--- src/rtl/acfp_pkg.sv ---
// Package for the ASCII command frame parser: widths, character codes, types.
package acfp_pkg;

    localparam int ByteW              = 8;
    localparam int MantW              = 50;
    localparam int ParamMantW         = 51;
    localparam int FracW              = 4;
    localparam int CfgAddrW           = 2;
    localparam int OutDataW           = 80;

    localparam int BufferBytesDefault = 128;
    localparam int ParamTextDefault   = 16;

    localparam logic [ByteW-1:0] CharUpperA = 8'h41;
    localparam logic [ByteW-1:0] CharUpperZ = 8'h5A;
    localparam logic [ByteW-1:0] CharPlus   = 8'h2B;
    localparam logic [ByteW-1:0] CharMinus  = 8'h2D;
    localparam logic [ByteW-1:0] CharDot    = 8'h2E;
    localparam logic [ByteW-1:0] CharZero   = 8'h30;
    localparam logic [ByteW-1:0] CharNine   = 8'h39;
    localparam logic [ByteW-1:0] CharNul    = 8'h00;

    localparam logic [ByteW-1:0] HeadReset     = 8'd35;
    localparam logic [ByteW-1:0] TailReset     = 8'd10;
    localparam logic [ByteW-1:0] OkReplyReset  = 8'd79;
    localparam logic [ByteW-1:0] ErrReplyReset = 8'd69;

    localparam logic [CfgAddrW-1:0] CfgHead     = 2'd0;
    localparam logic [CfgAddrW-1:0] CfgTail     = 2'd1;
    localparam logic [CfgAddrW-1:0] CfgOkReply  = 2'd2;
    localparam logic [CfgAddrW-1:0] CfgErrReply = 2'd3;

    typedef enum logic [5:0] {
        PhSearch = 6'b000001,
        PhLet1   = 6'b000010,
        PhLet2   = 6'b000100,
        PhText   = 6'b001000,
        PhOk     = 6'b010000,
        PhFail   = 6'b100000
    } t_phase;

    typedef struct packed {
        logic [ByteW-1:0] head;
        logic [ByteW-1:0] tail;
        logic [ByteW-1:0] ok_reply;
        logic [ByteW-1:0] err_reply;
    } t_cfg;

    typedef struct packed {
        logic                  status;
        logic [ByteW-1:0]      reply_byte;
        logic [ByteW-1:0]      command_letter;
        logic [ByteW-1:0]      subcommand_letter;
        logic                  param_present;
        logic [ParamMantW-1:0] param_mantissa;
        logic [FracW-1:0]      param_frac_digits;
    } t_result;

endpackage

--- src/rtl/acfp_core.sv ---
// Frame parsing FSM: one byte a cycle while i_take is high; result forms on the last byte.
module acfp_core #(
    parameter int BUFFER_BYTES    = acfp_pkg::BufferBytesDefault,
    parameter int PARAM_TEXT_SIZE = acfp_pkg::ParamTextDefault
) (
    input  logic                         i_clk,
    input  logic                         i_rst_n,
    input  logic                         i_take,
    input  logic [acfp_pkg::ByteW-1:0]   i_byte,
    input  logic                         i_last,
    input  acfp_pkg::t_cfg               i_cfg,
    output acfp_pkg::t_result            o_result
);

    localparam int CntW = $clog2(BUFFER_BYTES + 1);
    localparam int LenW = $clog2(PARAM_TEXT_SIZE);
    localparam logic [CntW-1:0] CntLimit = CntW'(BUFFER_BYTES);
    localparam logic [LenW-1:0] LenLimit = LenW'(PARAM_TEXT_SIZE - 1);

    acfp_pkg::t_phase r_phase, n_phase, s_phase;
    logic [CntW-1:0]                r_count, n_count, s_count;
    logic [acfp_pkg::ByteW-1:0]     r_first, n_first, s_first;
    logic [acfp_pkg::ByteW-1:0]     r_second, n_second, s_second;
    logic [LenW-1:0]                r_len, n_len, s_len;
    logic                           r_neg, n_neg, s_neg;
    logic                           r_digit, n_digit, s_digit;
    logic                           r_dot, n_dot, s_dot;
    logic                           r_end, n_end, s_end;
    logic                           r_bad, n_bad, s_bad;
    logic [acfp_pkg::MantW-1:0]     r_mant, n_mant, s_mant;
    logic [acfp_pkg::FracW-1:0]     r_frac, n_frac, s_frac;

    logic                           is_upper;
    logic                           is_digit;
    logic                           body_en;
    logic [acfp_pkg::ByteW-1:0]     digit_byte;
    logic [acfp_pkg::ParamMantW-1:0] mant_ext;

    assign is_upper   = (i_byte >= acfp_pkg::CharUpperA) && (i_byte <= acfp_pkg::CharUpperZ);
    assign is_digit   = (i_byte >= acfp_pkg::CharZero) && (i_byte <= acfp_pkg::CharNine);
    assign digit_byte = i_byte - acfp_pkg::CharZero;

    always_comb begin
        s_phase  = r_phase;
        s_count  = r_count;
        s_first  = r_first;
        s_second = r_second;
        s_len    = r_len;
        s_neg    = r_neg;
        s_digit  = r_digit;
        s_dot    = r_dot;
        s_end    = r_end;
        s_bad    = r_bad;
        s_mant   = r_mant;
        s_frac   = r_frac;
        body_en  = 1'b0;

        if (r_count < CntLimit) begin
            s_count = r_count + CntW'(1);
            unique case (r_phase)
                acfp_pkg::PhSearch: begin
                    if (i_byte == i_cfg.head) begin
                        s_phase = acfp_pkg::PhLet1;
                    end
                end
                acfp_pkg::PhLet1: begin
                    if (is_upper) begin
                        s_first = i_byte;
                        s_phase = acfp_pkg::PhLet2;
                    end else begin
                        s_phase = acfp_pkg::PhFail;
                    end
                end
                acfp_pkg::PhLet2: begin
                    if (is_upper) begin
                        s_second = i_byte;
                        s_phase  = acfp_pkg::PhText;
                    end else begin
                        s_phase = acfp_pkg::PhFail;
                    end
                end
                acfp_pkg::PhText: begin
                    if (i_byte == i_cfg.tail) begin
                        if (r_len == '0) begin
                            s_phase = acfp_pkg::PhOk;
                        end else if (r_bad || !r_digit) begin
                            s_phase = acfp_pkg::PhFail;
                        end else begin
                            s_phase = acfp_pkg::PhOk;
                        end
                    end else if (r_len >= LenLimit) begin
                        s_phase = acfp_pkg::PhFail;
                    end else begin
                        s_len = r_len + LenW'(1);
                        if (r_len == '0) begin
                            if (i_byte == acfp_pkg::CharNul) begin
                                s_bad = 1'b1;
                            end else if (i_byte == acfp_pkg::CharMinus) begin
                                s_neg = 1'b1;
                            end else if (i_byte != acfp_pkg::CharPlus) begin
                                body_en = 1'b1;
                            end
                        end else begin
                            body_en = 1'b1;
                        end
                    end
                end
                acfp_pkg::PhOk, acfp_pkg::PhFail: begin
                end
                default: begin
                end
            endcase
        end

        if (body_en && !r_end && !r_bad) begin
            if (i_byte == acfp_pkg::CharNul) begin
                s_end = 1'b1;
            end else if (is_digit) begin
                s_digit = 1'b1;
                s_mant  = (r_mant << 3) + (r_mant << 1)
                        + acfp_pkg::MantW'(digit_byte);
                if (r_dot) begin
                    s_frac = r_frac + acfp_pkg::FracW'(1);
                end
            end else if ((i_byte == acfp_pkg::CharDot) && !r_dot) begin
                s_dot = 1'b1;
            end else begin
                s_bad = 1'b1;
            end
        end
    end

    // A frame that ends well saw its tail on this or an earlier byte, so the
    // accumulated number is already final in the registers.
    assign mant_ext = {1'b0, r_mant};

    always_comb begin
        o_result = '0;
        if (s_phase == acfp_pkg::PhOk) begin
            o_result.status            = 1'b0;
            o_result.reply_byte        = i_cfg.ok_reply;
            o_result.command_letter    = s_first;
            o_result.subcommand_letter = s_second;
            if (r_len != '0) begin
                o_result.param_present     = 1'b1;
                o_result.param_mantissa    = r_neg ? (acfp_pkg::ParamMantW'(0) - mant_ext)
                                                   : mant_ext;
                o_result.param_frac_digits = r_frac;
            end
        end else begin
            o_result.status     = 1'b1;
            o_result.reply_byte = i_cfg.err_reply;
        end
    end

    always_comb begin
        n_phase  = r_phase;
        n_count  = r_count;
        n_first  = r_first;
        n_second = r_second;
        n_len    = r_len;
        n_neg    = r_neg;
        n_digit  = r_digit;
        n_dot    = r_dot;
        n_end    = r_end;
        n_bad    = r_bad;
        n_mant   = r_mant;
        n_frac   = r_frac;
        if (i_take) begin
            if (i_last) begin
                n_phase  = acfp_pkg::PhSearch;
                n_count  = '0;
                n_first  = '0;
                n_second = '0;
                n_len    = '0;
                n_neg    = 1'b0;
                n_digit  = 1'b0;
                n_dot    = 1'b0;
                n_end    = 1'b0;
                n_bad    = 1'b0;
                n_mant   = '0;
                n_frac   = '0;
            end else begin
                n_phase  = s_phase;
                n_count  = s_count;
                n_first  = s_first;
                n_second = s_second;
                n_len    = s_len;
                n_neg    = s_neg;
                n_digit  = s_digit;
                n_dot    = s_dot;
                n_end    = s_end;
                n_bad    = s_bad;
                n_mant   = s_mant;
                n_frac   = s_frac;
            end
        end
    end

    always_ff @(posedge i_clk) begin
        if (!i_rst_n) begin
            r_phase  <= acfp_pkg::PhSearch;
            r_count  <= '0;
            r_first  <= '0;
            r_second <= '0;
            r_len    <= '0;
            r_neg    <= 1'b0;
            r_digit  <= 1'b0;
            r_dot    <= 1'b0;
            r_end    <= 1'b0;
            r_bad    <= 1'b0;
            r_mant   <= '0;
            r_frac   <= '0;
        end else begin
            r_phase  <= n_phase;
            r_count  <= n_count;
            r_first  <= n_first;
            r_second <= n_second;
            r_len    <= n_len;
            r_neg    <= n_neg;
            r_digit  <= n_digit;
            r_dot    <= n_dot;
            r_end    <= n_end;
            r_bad    <= n_bad;
            r_mant   <= n_mant;
            r_frac   <= n_frac;
        end
    end

endmodule

--- src/rtl/ascii_command_frame_parser.sv ---
// Top level of the ASCII command frame parser: configuration registers and result buffer.
//
// The block takes the bytes of one receive buffer on the slave stream, one byte per
// beat, with tlast on the final byte of the buffer. Bytes up to the head character are
// skipped; two capital letters and an optional decimal parameter text follow, closed by
// the tail character. Exactly one result beat leaves on the master stream for every
// input beat that carries tlast: tuser is the status (0 frame accepted, 1 error or no
// frame) and tdata carries the reply byte, the letters and the parameter as an exact
// decimal (signed mantissa and count of fraction digits).
// Throughput is one input beat per cycle while tready is high; the parser state is updated
// in the cycle a beat is taken. The result of a last beat is registered and visible on the
// master side in the cycle after that beat is accepted when no earlier result is waiting.
// Results go into a two-entry buffer, so input beats keep flowing while one result waits
// to be taken; tready falls only when both entries are full, i.e. when the receiver has
// stalled on two results. Reset clears the parser to searching for a head, empties the
// buffer and loads the register defaults (head 35, tail 10, ok reply 79, error reply 69).
// Registers are written through the configuration port and are used from the next beat.
module ascii_command_frame_parser #(
    parameter int BUFFER_BYTES    = acfp_pkg::BufferBytesDefault,
    parameter int PARAM_TEXT_SIZE = acfp_pkg::ParamTextDefault
) (
    input  logic                            i_clk,
    input  logic                            i_rst_n,
    input  logic                            i_cfg_wr_en,
    input  logic [acfp_pkg::CfgAddrW-1:0]   i_cfg_addr,
    input  logic [acfp_pkg::ByteW-1:0]      i_cfg_wr_data,
    input  logic                            s_axis_tvalid,
    output logic                            s_axis_tready,
    input  logic [acfp_pkg::ByteW-1:0]      s_axis_tdata,    // [7:0] rx_byte
    input  logic                            s_axis_tlast,    // last_byte
    output logic                            m_axis_tvalid,
    input  logic                            m_axis_tready,
    // [7:0] reply_byte, [15:8] command_letter, [23:16] subcommand_letter,
    // [24] param_present, [75:25] param_mantissa, [79:76] param_frac_digits
    output logic [acfp_pkg::OutDataW-1:0]   m_axis_tdata,
    output logic                            m_axis_tuser     // status
);

    acfp_pkg::t_cfg    r_cfg;
    acfp_pkg::t_result core_result;
    acfp_pkg::t_result r_out, r_skid;
    logic              r_out_valid, r_skid_valid;
    logic              take, push, pop;

    assign s_axis_tready = !r_skid_valid;
    assign take          = s_axis_tvalid && s_axis_tready;
    assign push          = take && s_axis_tlast;
    assign pop           = r_out_valid && m_axis_tready;

    always_ff @(posedge i_clk) begin
        if (!i_rst_n) begin
            r_cfg.head      <= acfp_pkg::HeadReset;
            r_cfg.tail      <= acfp_pkg::TailReset;
            r_cfg.ok_reply  <= acfp_pkg::OkReplyReset;
            r_cfg.err_reply <= acfp_pkg::ErrReplyReset;
        end else if (i_cfg_wr_en) begin
            unique case (i_cfg_addr)
                acfp_pkg::CfgHead:     r_cfg.head      <= i_cfg_wr_data;
                acfp_pkg::CfgTail:     r_cfg.tail      <= i_cfg_wr_data;
                acfp_pkg::CfgOkReply:  r_cfg.ok_reply  <= i_cfg_wr_data;
                acfp_pkg::CfgErrReply: r_cfg.err_reply <= i_cfg_wr_data;
                default: begin
                end
            endcase
        end
    end

    acfp_core #(
        .BUFFER_BYTES    (BUFFER_BYTES),
        .PARAM_TEXT_SIZE (PARAM_TEXT_SIZE)
    ) u_core (
        .i_clk    (i_clk),
        .i_rst_n  (i_rst_n),
        .i_take   (take),
        .i_byte   (s_axis_tdata),
        .i_last   (s_axis_tlast),
        .i_cfg    (r_cfg),
        .o_result (core_result)
    );

    always_ff @(posedge i_clk) begin
        if (!i_rst_n) begin
            r_out_valid  <= 1'b0;
            r_skid_valid <= 1'b0;
        end else if (!r_out_valid || pop) begin
            r_out_valid  <= r_skid_valid || push;
            r_skid_valid <= r_skid_valid && push;
        end else if (push) begin
            r_skid_valid <= 1'b1;
        end
    end

    always_ff @(posedge i_clk) begin
        if (!r_out_valid || pop) begin
            r_out <= r_skid_valid ? r_skid : core_result;
            if (r_skid_valid && push) begin
                r_skid <= core_result;
            end
        end else if (push) begin
            r_skid <= core_result;
        end
    end

    assign m_axis_tvalid = r_out_valid;
    assign m_axis_tuser  = r_out.status;
    assign m_axis_tdata  = {r_out.param_frac_digits, r_out.param_mantissa, r_out.param_present,
                            r_out.subcommand_letter, r_out.command_letter, r_out.reply_byte};

endmodule

--- config.mk ---
export PLATFORM = sky130hd
export DESIGN_NAME = ascii_command_frame_parser
export DESIGN_NICKNAME = d
export VERILOG_FILES = /design/src/rtl/acfp_pkg.sv /design/src/rtl/acfp_core.sv /design/src/rtl/ascii_command_frame_parser.sv
export SDC_FILE = /design/constraint.sdc
export NUM_CORES = 1
export LEC_CHECK = 0
export BUFFER_PORTS_ARGS = -buffer_cell sky130_fd_sc_hd__buf_2
export CAP_MARGIN = 10
export CELL_PAD_IN_SITES_DETAIL_PLACEMENT = 0
export CELL_PAD_IN_SITES_GLOBAL_PLACEMENT = 1
export CORE_MARGIN = 1
export CORE_UTILIZATION = 45
export CTS_CLUSTER_DIAMETER = 150
export DETAILED_ROUTE_END_ITERATION = 8
export PLACE_DENSITY = 0.72
export SKIP_LAST_GASP = 1
export SLEW_MARGIN = 40
export SYNTH_ARGS = -nofsm -noshare
export SYNTH_HDL_FRONTEND = slang
export SYNTH_HIERARCHICAL = 1
export SYNTH_SLANG_ARGS = --single-unit
--- constraint.sdc ---
create_clock -name i_clk -period 9.15 [get_ports i_clk]
set_clock_uncertainty 0.15 [all_clocks]
set_input_delay 0.915 -clock i_clk [delete_from_list [all_inputs] [get_ports i_clk]]
set_output_delay 0.915 -clock i_clk [all_outputs]
set_load 0.02 [all_outputs]
Word level (Yosys, flattened, before mapping)

Index checks and enable logic that the tools add are counted.

Eq/ne operators: 18
Multiplexer cells: 83
$lt $le $gt $ge: 6
$add $sub $neg: 7
Reduce and logical (&&, ||, !) cells: 44

Operator list:

| cell                                                               | count |
|---|---|
| 2-to-1 mux 81 bit                                                  | 4 |
| 2-to-1 mux 50 bit                                                  | 4 |
| 2-to-1 mux 8 bit                                                   | 10 |
| 2-to-1 mux 72 bit                                                  | 1 |
| 2-to-1 mux 56 bit                                                  | 1 |
| 2-to-1 mux 6 bit                                                   | 9 |
| 2-to-1 mux 51 bit                                                  | 1 |
| subtractor 1 x 50 -> 51 bit (first input constant)                 | 1 |
| adder 50 bit                                                       | 1 |
| adder 50 x 8 -> 50 bit                                             | 1 |
| 2-to-1 mux 1 bit                                                   | 41 |
| 2-to-1 mux 4 bit                                                   | 10 |
| case mux 6 bit (4 select lines)                                    | 1 |
| nonzero test 2 bit                                                 | 10 |
| equality test 8 x 6 -> 1 bit (second input constant)               | 2 |
| equality test 8 bit                                                | 2 |
| AND reduction 5 bit                                                | 3 |
| AND reduction 2 bit                                                | 6 |
| logical AND 1 bit                                                  | 9 |
| 2-to-1 mux 9 bit                                                   | 1 |
| adder 4 x 1 -> 4 bit (second input constant)                       | 2 |
| adder 8 x 1 -> 8 bit (second input constant)                       | 1 |
| greater-or-equal comparator 8 x 6 -> 1 bit (second input constant) | 1 |
| greater-or-equal comparator 8 x 7 -> 1 bit (second input constant) | 1 |
| 24 further kinds                                                   | 35 |

Bits in registers: 289
Output and inout bits: 83
Input bits: 24
Logic and storage cells: 190

Logic depth before layout (Yosys ltp)

Gate-level depths: netlist (run 1).

Depth after elaboration: 13
Gate-level depth with buffers: 14
Mapped depth without buffers: 13

Hierarchy

The synthesis (run 1) kept the hierarchy.

Modules (own cells, without submodules):

| module                     | cells each | instances | seq. area each (sq um) | area an instance (sq um) |
|---|---|---|---|---|
| acfp_core                  | 1199       | 1         | 1861.8                 | 9112.5 |
| ascii_command_frame_parser | 386        | 1         | 5545.3                 | 7241.9 |

Worst setup path after synthesis (run 1)

OpenSTA, ideal clock, no wires.

Kind: input-to-reg
Start: in s_axis_tdata[4] (netlist bit)
End: reg u_core/r_mant[46] (netlist bit)
Data required time: 8.876 ns
Path slack: 5.019 ns
Data arrival time: 3.856 ns
Buffers on the path: 1
Stages: 13
Library setup time: 0.124 ns
Cell sequence: buf_2 inv_1 ha_1 fa_1 ha_1 o2111ai_1 nand3_1 a31oi_1 o31ai_2 a211oi_1 o41ai_1 xnor2_1 o21ai_1

Longest elaborated chain between the ends: 13
Elaborated cells on any way between the ends: 27
Those cells by class: 2 x add/sub; 2 x order compare; 4 x eq/ne; 12 x mux; 7 x reduce/logical

RTL lines:

| what                                                                            | line                             | text |
|---|---|---|
| start: declaration                                                              | ascii_command_frame_parser.sv:29 | `input logic [acfp_pkg::ByteW-1:0] s_axis_tdata,` |
| parallel branches: the longest is 13 deep, another holds adder 50 x 8 -> 50 bit | n/a                              |  |
| end signal: assignment                                                          | acfp_core.sv:225                 | `r_mant <= n_mant;` |
| end: declaration                                                                | acfp_core.sv:30                  | `logic [acfp_pkg::MantW-1:0] r_mant, n_mant, s_mant;` |

Several ways; the timed one is not identified. The select of a mux whose other input is x is not followed.
A chain may end at the register's enable or synchronous reset.

Worst setup path in the final report (run 1)

Ends and elaborated chain as after synthesis.

==> results of run 1 <==
==> through the flow <==
| step | utilization [%] | hold WS [ps] | instances |
|---|---|---|---|
| floorplan | - | 268 | 1585 |
| global placement | 48.0 | 277 | 2074 |
| detailed placement | 48.0 | 284 | 2074 |
| CTS | 51.3 | 293 | 2138 |
| global route | 51.4 | 321 | 2139 |
| finish | 51.4 | 302 | 2139 |
==> worst max-delay path by stage <==
stage / from / endpoint / slack, ps
2_1_floorplan: s_axis_tdata[4] / u_core/r_mant[46] / 5020
6_report: s_axis_tdata[4] / u_core/r_mant[46] / 4780
4_1_cts: s_axis_tdata[4] / u_core/r_mant[46] / 4840
3_5_place_dp: s_axis_tdata[4] / u_core/r_mant[46] / 4300
5_1_grt: s_axis_tdata[4] / u_core/r_mant[46] / 4530
3_3_place_gp: s_axis_tdata[4] / u_core/r_mant[46] / 4380
==> routing by layer <==
metal | global-route usage (%) | part of all wire (%)
met5 | 0 | 0
met4 | 5.63 | 2.1
met3 | 3.13 | 4.1
met2 | 33.8 | 44
met1 | 30.8 | 50
==> power groups by stage <==
stage | combinational (W) | sequential [W] | clock, W
after floorplan | 0.000112 | 0.00145 | 0
after global placement | 0.000191 | 0.00143 | 0
after detailed placement | 0.000193 | 0.00143 | 0
after CTS | 0.000194 | 0.00140 | 0.00143
after global routing | 0.000212 | 0.00141 | 0.00148
final | 0.000194 | 0.00140 | 0.00139
==> registers in the layout, indices dropped and copies added (netlist names), 4 cells and up <==
name / cells
r_skid: 81
m_axis_tdata: 80
u_core/r_mant: 50
r_cfg: 32
u_core/r_count: 8
u_core/r_first: 8
u_core/r_second: 8
u_core/r_phase: 6
u_core/r_frac: 4
u_core/r_len: 4
==> area by class of cell <==
type | instances | area [µm²] | share of cell area (%)
multi-input cells | 1171 | 8380 | 45.8
flip-flops and latches | 289 | 7410 | 40.5
clock buffers | 46 | 958 | 5.23
repair buffers | 120 | 652 | 3.56
well taps | 461 | 577 | 3.15
clock inverters | 18 | 210 | 1.15
inverters | 34 | 129 | 0.704
==> layout by cell type (no fill, tap or decap), types with 38 or more instances in the layout <==
cell type  netlist  layout
o21ai_0         67      67
edfxtp_1       162     162
a21oi_1         97      97
nand2_1        154     153
buf_2           16     106
mux2_2          89      89
xnor2_1         38      38
ha_1           100     100
dfxtp_1        127     126
xor2_1          85      85
nor2_1         109     108
nor2b_1         60      60
==> logic make-up (layout without fill, tap and decap cells) <==
group                    after synthesis  count (layout)  share of synthesized area (%)
multiplexers                         123             123                           8.21
adder cells (fa/ha/maj)              106             106                           8.39
AND/OR/NAND/NOR                      500             500                           15.4
buffers and inverters                125             218                           3.73
flip-flops                           289             289                           45.3
AO/OA/AOI/OAI                        319             319                           12.4
XOR/XNOR                             123             123                           6.59
==> worst register-to-register path, stage by stage (launching register included) <==
cell and delay [ps]:
dfxtp_1 440, fa_1 570, inv_1 70, fa_1 470, nor2b_1 160, o2111ai_1 130, nand3_1 220, a31oi_1 210
o31ai_2 530, a211oi_1 270, o41ai_1 500, xnor2_1 170, o21ai_1 70
==> impl_metrics.tcl, run 1 <==
set metrics [dict create \
    status "finished, violations left" \
    violations "design-rule violations" \
    path_depth 13 \
    firstDrtPassIters 7 \
    power_frac_comb_pct 6.5 \
    whs_path_depth 2 \
    p_sw_w 0.000707 \
    fp.coreArea_um2 35700 \
    dp_slack_ps 4300 \
    p_sw_share_pct 23.6 \
    hold_start "u_core/r_first[7]" \
    path_class "in -> reg" \
    ys_warn_count 6 \
    arrival_ps 4620 \
    cts.repair.resized 0 \
    die_x_um 193 \
    cellPowerDensity_nw_per_um2 163 \
    slowest_delay_ps 530 \
    wl_per_cell_um 18.6 \
    relSlewSlack_pct 46.5 \
    numCtsBuffers 35 \
    yosysSeqAreaShare_pct 45.3 \
    grt_usage_pct 21.5 \
    clkTransAtPathRegs_ps 60 \
    design_power_total_w 0.00299 \
    yosys_most_used_dff "edfxtp_1" \
    antennaDiodeCount 0 \
    r2r_slack_ps 5070 \
    hold_viol_final 0 \
    viasPerCell 5.59 \
    yosys.area.top_type "edfxtp_1" \
    max_cap_violations 0 \
    num_vias 12000 \
    async_flop_share_pct 0 \
    die_area_um2 37100 \
    cp-start-kind "primary input" \
    sequentialPowerShare_pct 46.9 \
    synth.avg_cell_area_um2 10.3 \
    ioPinCount 107 \
    setup_viol 0 \
    hold_class "reg -> reg" \
    synth.distinct_cells 78 \
    grt_max_degree 64 \
    r2r-end "u_core/r_mant[46]" \
    rows 69 \
    post_cts_buffers 0 \
    p_int_w 0.00229 \
    critPathBufInv 1 \
    rr_startpoint "u_core/r_mant[2]" \
    cts_tree "done" \
    leakage_nw 7.46 \
    syn-cell-area_um2 16400 \
    first_iter_violations 934 \
    antenna_found_initial 0 \
    final_cell_area_um2 18300 \
    finalSetupTns_ps 0 \
    cp_max_fo 11 \
    h-tree-depth 2 \
    grt_pass1_wl_um 63100 \
    gp_congestion 0.888 \
    end_kind "register" \
    overflow 0 \
    crit_chain "buf_2 > ha_1 > xnor2_1 > fa_1 > ha_1 > o2111ai_1 > nand3_1 > a31oi_1 > o31ai_2 > a211oi_1 > o41ai_1 > xnor2_1 > o21ai_1" \
    grt_pass1_vias 11700 \
    hold_buffers 0 \
    clock-root-buffer "clkbuf_16" \
    tightest_slew_ps 802 \
    drt.antenna.violating_nets 0 \
    synth_edf_count 162 \
    clk-insertion-delay-late_ps 530 \
    hold_end "u_core/r_first[7]" \
    fillerInstances 3261 \
    ys_ff_latch 289 \
    area_growth_pct 12.0 \
    final_nets 1781 \
    slowest_stage "o31ai_2" \
    drcViolationCount 24 \
    path_delay_family "compound AO/OA/AOI/OAI gates" \
    setup_slack_ps 4780 \
    syn_inst 1585 \
    syn_nets 1715 \
    period_needed_ps 4370 \
    p_clk_share_pct 46.6 \
    clockBufferDepth 3 \
    timing.final.crit_share_pct 47.7 \
    synth_commonest_cells "edfxtp_1, nand2_1, dfxtp_1, nor2_1, ha_1" \
    post-dp-hpwl_um 27400 \
    die_h_um 193 \
    post-synth-top-count-cell "edfxtp_1" \
    synth_top_area_share_pct 29.7 \
    peakVddDrop_mv 0.108 \
    rr_worst_depth 12 \
    portBuffers 106 \
    worstPathRequired_ps 9400 \
    rsz0062_at_grt "false" \
    start_util_pct 45.9 \
    clock.fmax_ghz 0.229 \
    drive_gt1_share_pct 17.5 \
    drt-total-wl_um 39700 \
    placed_area_um2 17100 \
    ys_top_cells_by_area "edfxtp_1, dfxtp_1, ha_1" \
    finalMaxSlewViolations 0 \
    cts_sinks 289 \
]
Power figures use the tool's default switching activity.
==> inputs of run 2 (changes only) <==
Settings changed: ABC_AREA set to 1, CORE_UTILIZATION 45 to 41, PLACE_DENSITY 0.72 to 0.74.
Clock period 9.15 ns to 4 ns, I/O delays scaled along.
==> run 2 against run 1 <==
The flow now finishes without violations. Cell area up 17%. Wire length up 56%. Global-route usage up 5.2 points. Critical path depth down 2. Clock power up 150%. Worst hold slack worse by 260 ps.
==> impl_metrics.tcl, run 2 <==
set metrics [dict create \
    status "complete, no violations" \
    final_nets 2919 \
    clk-insertion-delay-late_ps 560 \
    hold_viol_final 0 \
    area_growth_pct 13.0 \
    synth_edf_count 162 \
    arrival_ps 3640 \
    rsz0062_at_grt "false" \
    yosysSeqAreaShare_pct 39.1 \
    drt-total-wl_um 62000 \
    clkTransAtPathRegs_ps 60 \
    post_cts_buffers 0 \
    start_util_pct 41.7 \
    antenna_found_initial 0 \
    relSlewSlack_pct 49.4 \
    antennaDiodeCount 0 \
    final_common_cell "nand2_1" \
    cp_max_fo 6 \
    cp-start-kind "register" \
    grt_pass1_wl_um 96500 \
    r2r-end "u_core/r_mant[35]" \
    rr_startpoint "u_core/r_mant[27]" \
    leakage_nw 10.7 \
    peakVddDrop_mv 0.277 \
    num_vias 17400 \
    gp_congestion 0.962 \
    synth_commonest_cells "nand2_1, inv_1, nor2_1, nand3_1, edfxtp_1" \
    grt_pass1_vias 16600 \
    synth.avg_cell_area_um2 7.04 \
    hold_ws_ps 38.2 \
    critPathBufInv 0 \
    finalMaxSlewViolations 0 \
    path_class "reg -> reg" \
    h-tree-depth 2 \
    period_needed_ps 3390 \
    overflow 0 \
    crit_chain "ha_1 > ha_1 > nand2_1 > nor2_1 > nand2_1 > nor2_1 > nand3_1 > nand3_1 > nand2_1 > nand3_1 > a21oi_1" \
    cts.repair.resized 0 \
    r2r_slack_ps 610 \
    syn-cell-area_um2 19000 \
    portBuffers 106 \
    async_flop_share_pct 0 \
    timing.final.crit_share_pct 84.7 \
    slowest_delay_ps 740 \
    hold_class "in -> reg" \
    largest_register_ffs 81 \
    hold_end "r_cfg[21]" \
    drt.antenna.violating_nets 0 \
    syn_nets 2822 \
    cts_tree "done" \
    whs_path_depth 3 \
    wl_per_cell_um 18.2 \
    rr_worst_depth 11 \
    cts_sinks 289 \
    die_area_um2 47100 \
    grt_usage_pct 26.7 \
    ys_warn_count 6 \
    final_cell_mix "nand2_1, inv_1, nor2_1" \
    fp.coreArea_um2 45500 \
    max_cap_violations 0 \
    tightest_slew_ps 759 \
    yosys.area.top_type "edfxtp_1" \
    cellPowerDensity_nw_per_um2 327 \
    post-dp-hpwl_um 47100 \
    die_x_um 217 \
    firstDrtPassIters 6 \
    grt_max_degree 84 \
    synth_top_area_share_pct 25.7 \
    hold_start "i_cfg_wr_data[5]" \
    clock.fmax_ghz 0.295 \
    critPathLaunch "u_core/r_mant[27]" \
    syn_inst 2692 \
    ioPinCount 107 \
    slowest_stage "dfxtp_1" \
    path_delay_family "simple AND/OR/NAND/NOR gates" \
    rows 78 \
    synth.distinct_cells 49 \
    post-synth-top-count-cell "nand2_1" \
    viasPerCell 5.10 \
    fillerInstances 4746 \
    clock-root-buffer "clkbuf_16" \
    setup_viol 0 \
    worstPathRequired_ps 4250 \
    clockBufferDepth 3 \
    first_iter_violations 1476 \
    end_kind "register" \
    ys_top_cells_by_area "edfxtp_1, nand2_1, dfxtp_1" \
    drive_gt1_share_pct 10.7 \
    yosys_most_used_dff "edfxtp_1" \
    numCtsBuffers 35 \
    top_register "r_skid" \
    drcViolationCount 0 \
    ys_ff_latch 289 \
    die_h_um 217 \
    finalSetupTns_ps 0 \
]
-- run 2: through the flow --
stage | setup slack (ps) | area (µm²) | total power (W) | std cells | utilization, %
2_1_floorplan | 567 | 19000 | 0.00350 | 2692 | -
3_3_place_gp | 586 | 20100 | 0.00363 | 3347 | 44.3
3_5_place_dp | 551 | 20100 | 0.00363 | 3347 | 44.3
4_1_cts | 670 | 21400 | 0.00710 | 3414 | 47.1
5_1_grt | 474 | 21400 | 0.00722 | 3414 | 47.1
6_report | 613 | 21400 | 0.00701 | 3414 | 47.1
-- run 2: cell type report --
class / count / area [µm²] / area share (%)
timing repair buffer: 143 / 878 / 4.10
sequential: 289 / 7410 / 34.6
inverter: 336 / 1260 / 5.89
multi-input combinational: 1984 / 9890 / 46.2
clock buffer: 43 / 937 / 4.38
clock inverter: 19 / 292 / 1.36
tap: 600 / 751 / 3.51
-- run 2: worst register-to-register path, stage by stage (launching register included) --
cell	delay [ps]
dfxtp_1	740
ha_1	360
ha_1	380
nand2_1	140
nor2_1	270
nand2_1	210
nor2_1	340
nand3_1	240
nand3_1	150
nand2_1	50
nand3_1	130
a21oi_1	70
-- run 2: worst max-delay path by stage --
stage,slack [ps],depth (start not counted),end
floorplan,570,2,r_skid[0]
global placement,590,16,u_core/r_mant[22]
detailed placement,550,15,u_core/r_mant[20]
CTS,670,11,u_core/r_mant[35]
global route,470,11,u_core/r_mant[35]
finish,610,11,u_core/r_mant[35]
-- run 2: cell families after synthesis --
family,synth area share (%)
buffers and inverters,8.91
flip-flops,39.1
AO/OA/AOI/OAI,6.62
AND/OR/NAND/NOR,35.4
adder cells (fa/ha/maj),7.23
XOR/XNOR,2.82
-- run 2: where the power goes --
| part | total, W | internal [W] | switching (W) |
|---|---|---|---|
| Clock | 0.00344 | 0.00208 | 0.00136 |
| Sequential | 0.00320 | 0.00318 | 0.0000243 |
| Combinational | 0.000371 | 0.0000989 | 0.000272 |
| Total | 0.00701 | 0.00535 | 0.00166 |
-- run 2: metal layers --
metal	part of all wire [%]	wire, µm	vias up	track usage, %
met5	0	0	-	0
met4	2.8	1730	0	8.78
met3	5.9	3660	83	3.66
met2	43	26500	462	40.5
met1	49	30100	8052	38.7
li1	-	-	8806	-
-- run 2: timing repair --
action,in CTS,in global routing
setup endpoints to repair,0,0
hold buffers,5,0
hold endpoints to repair,9,0
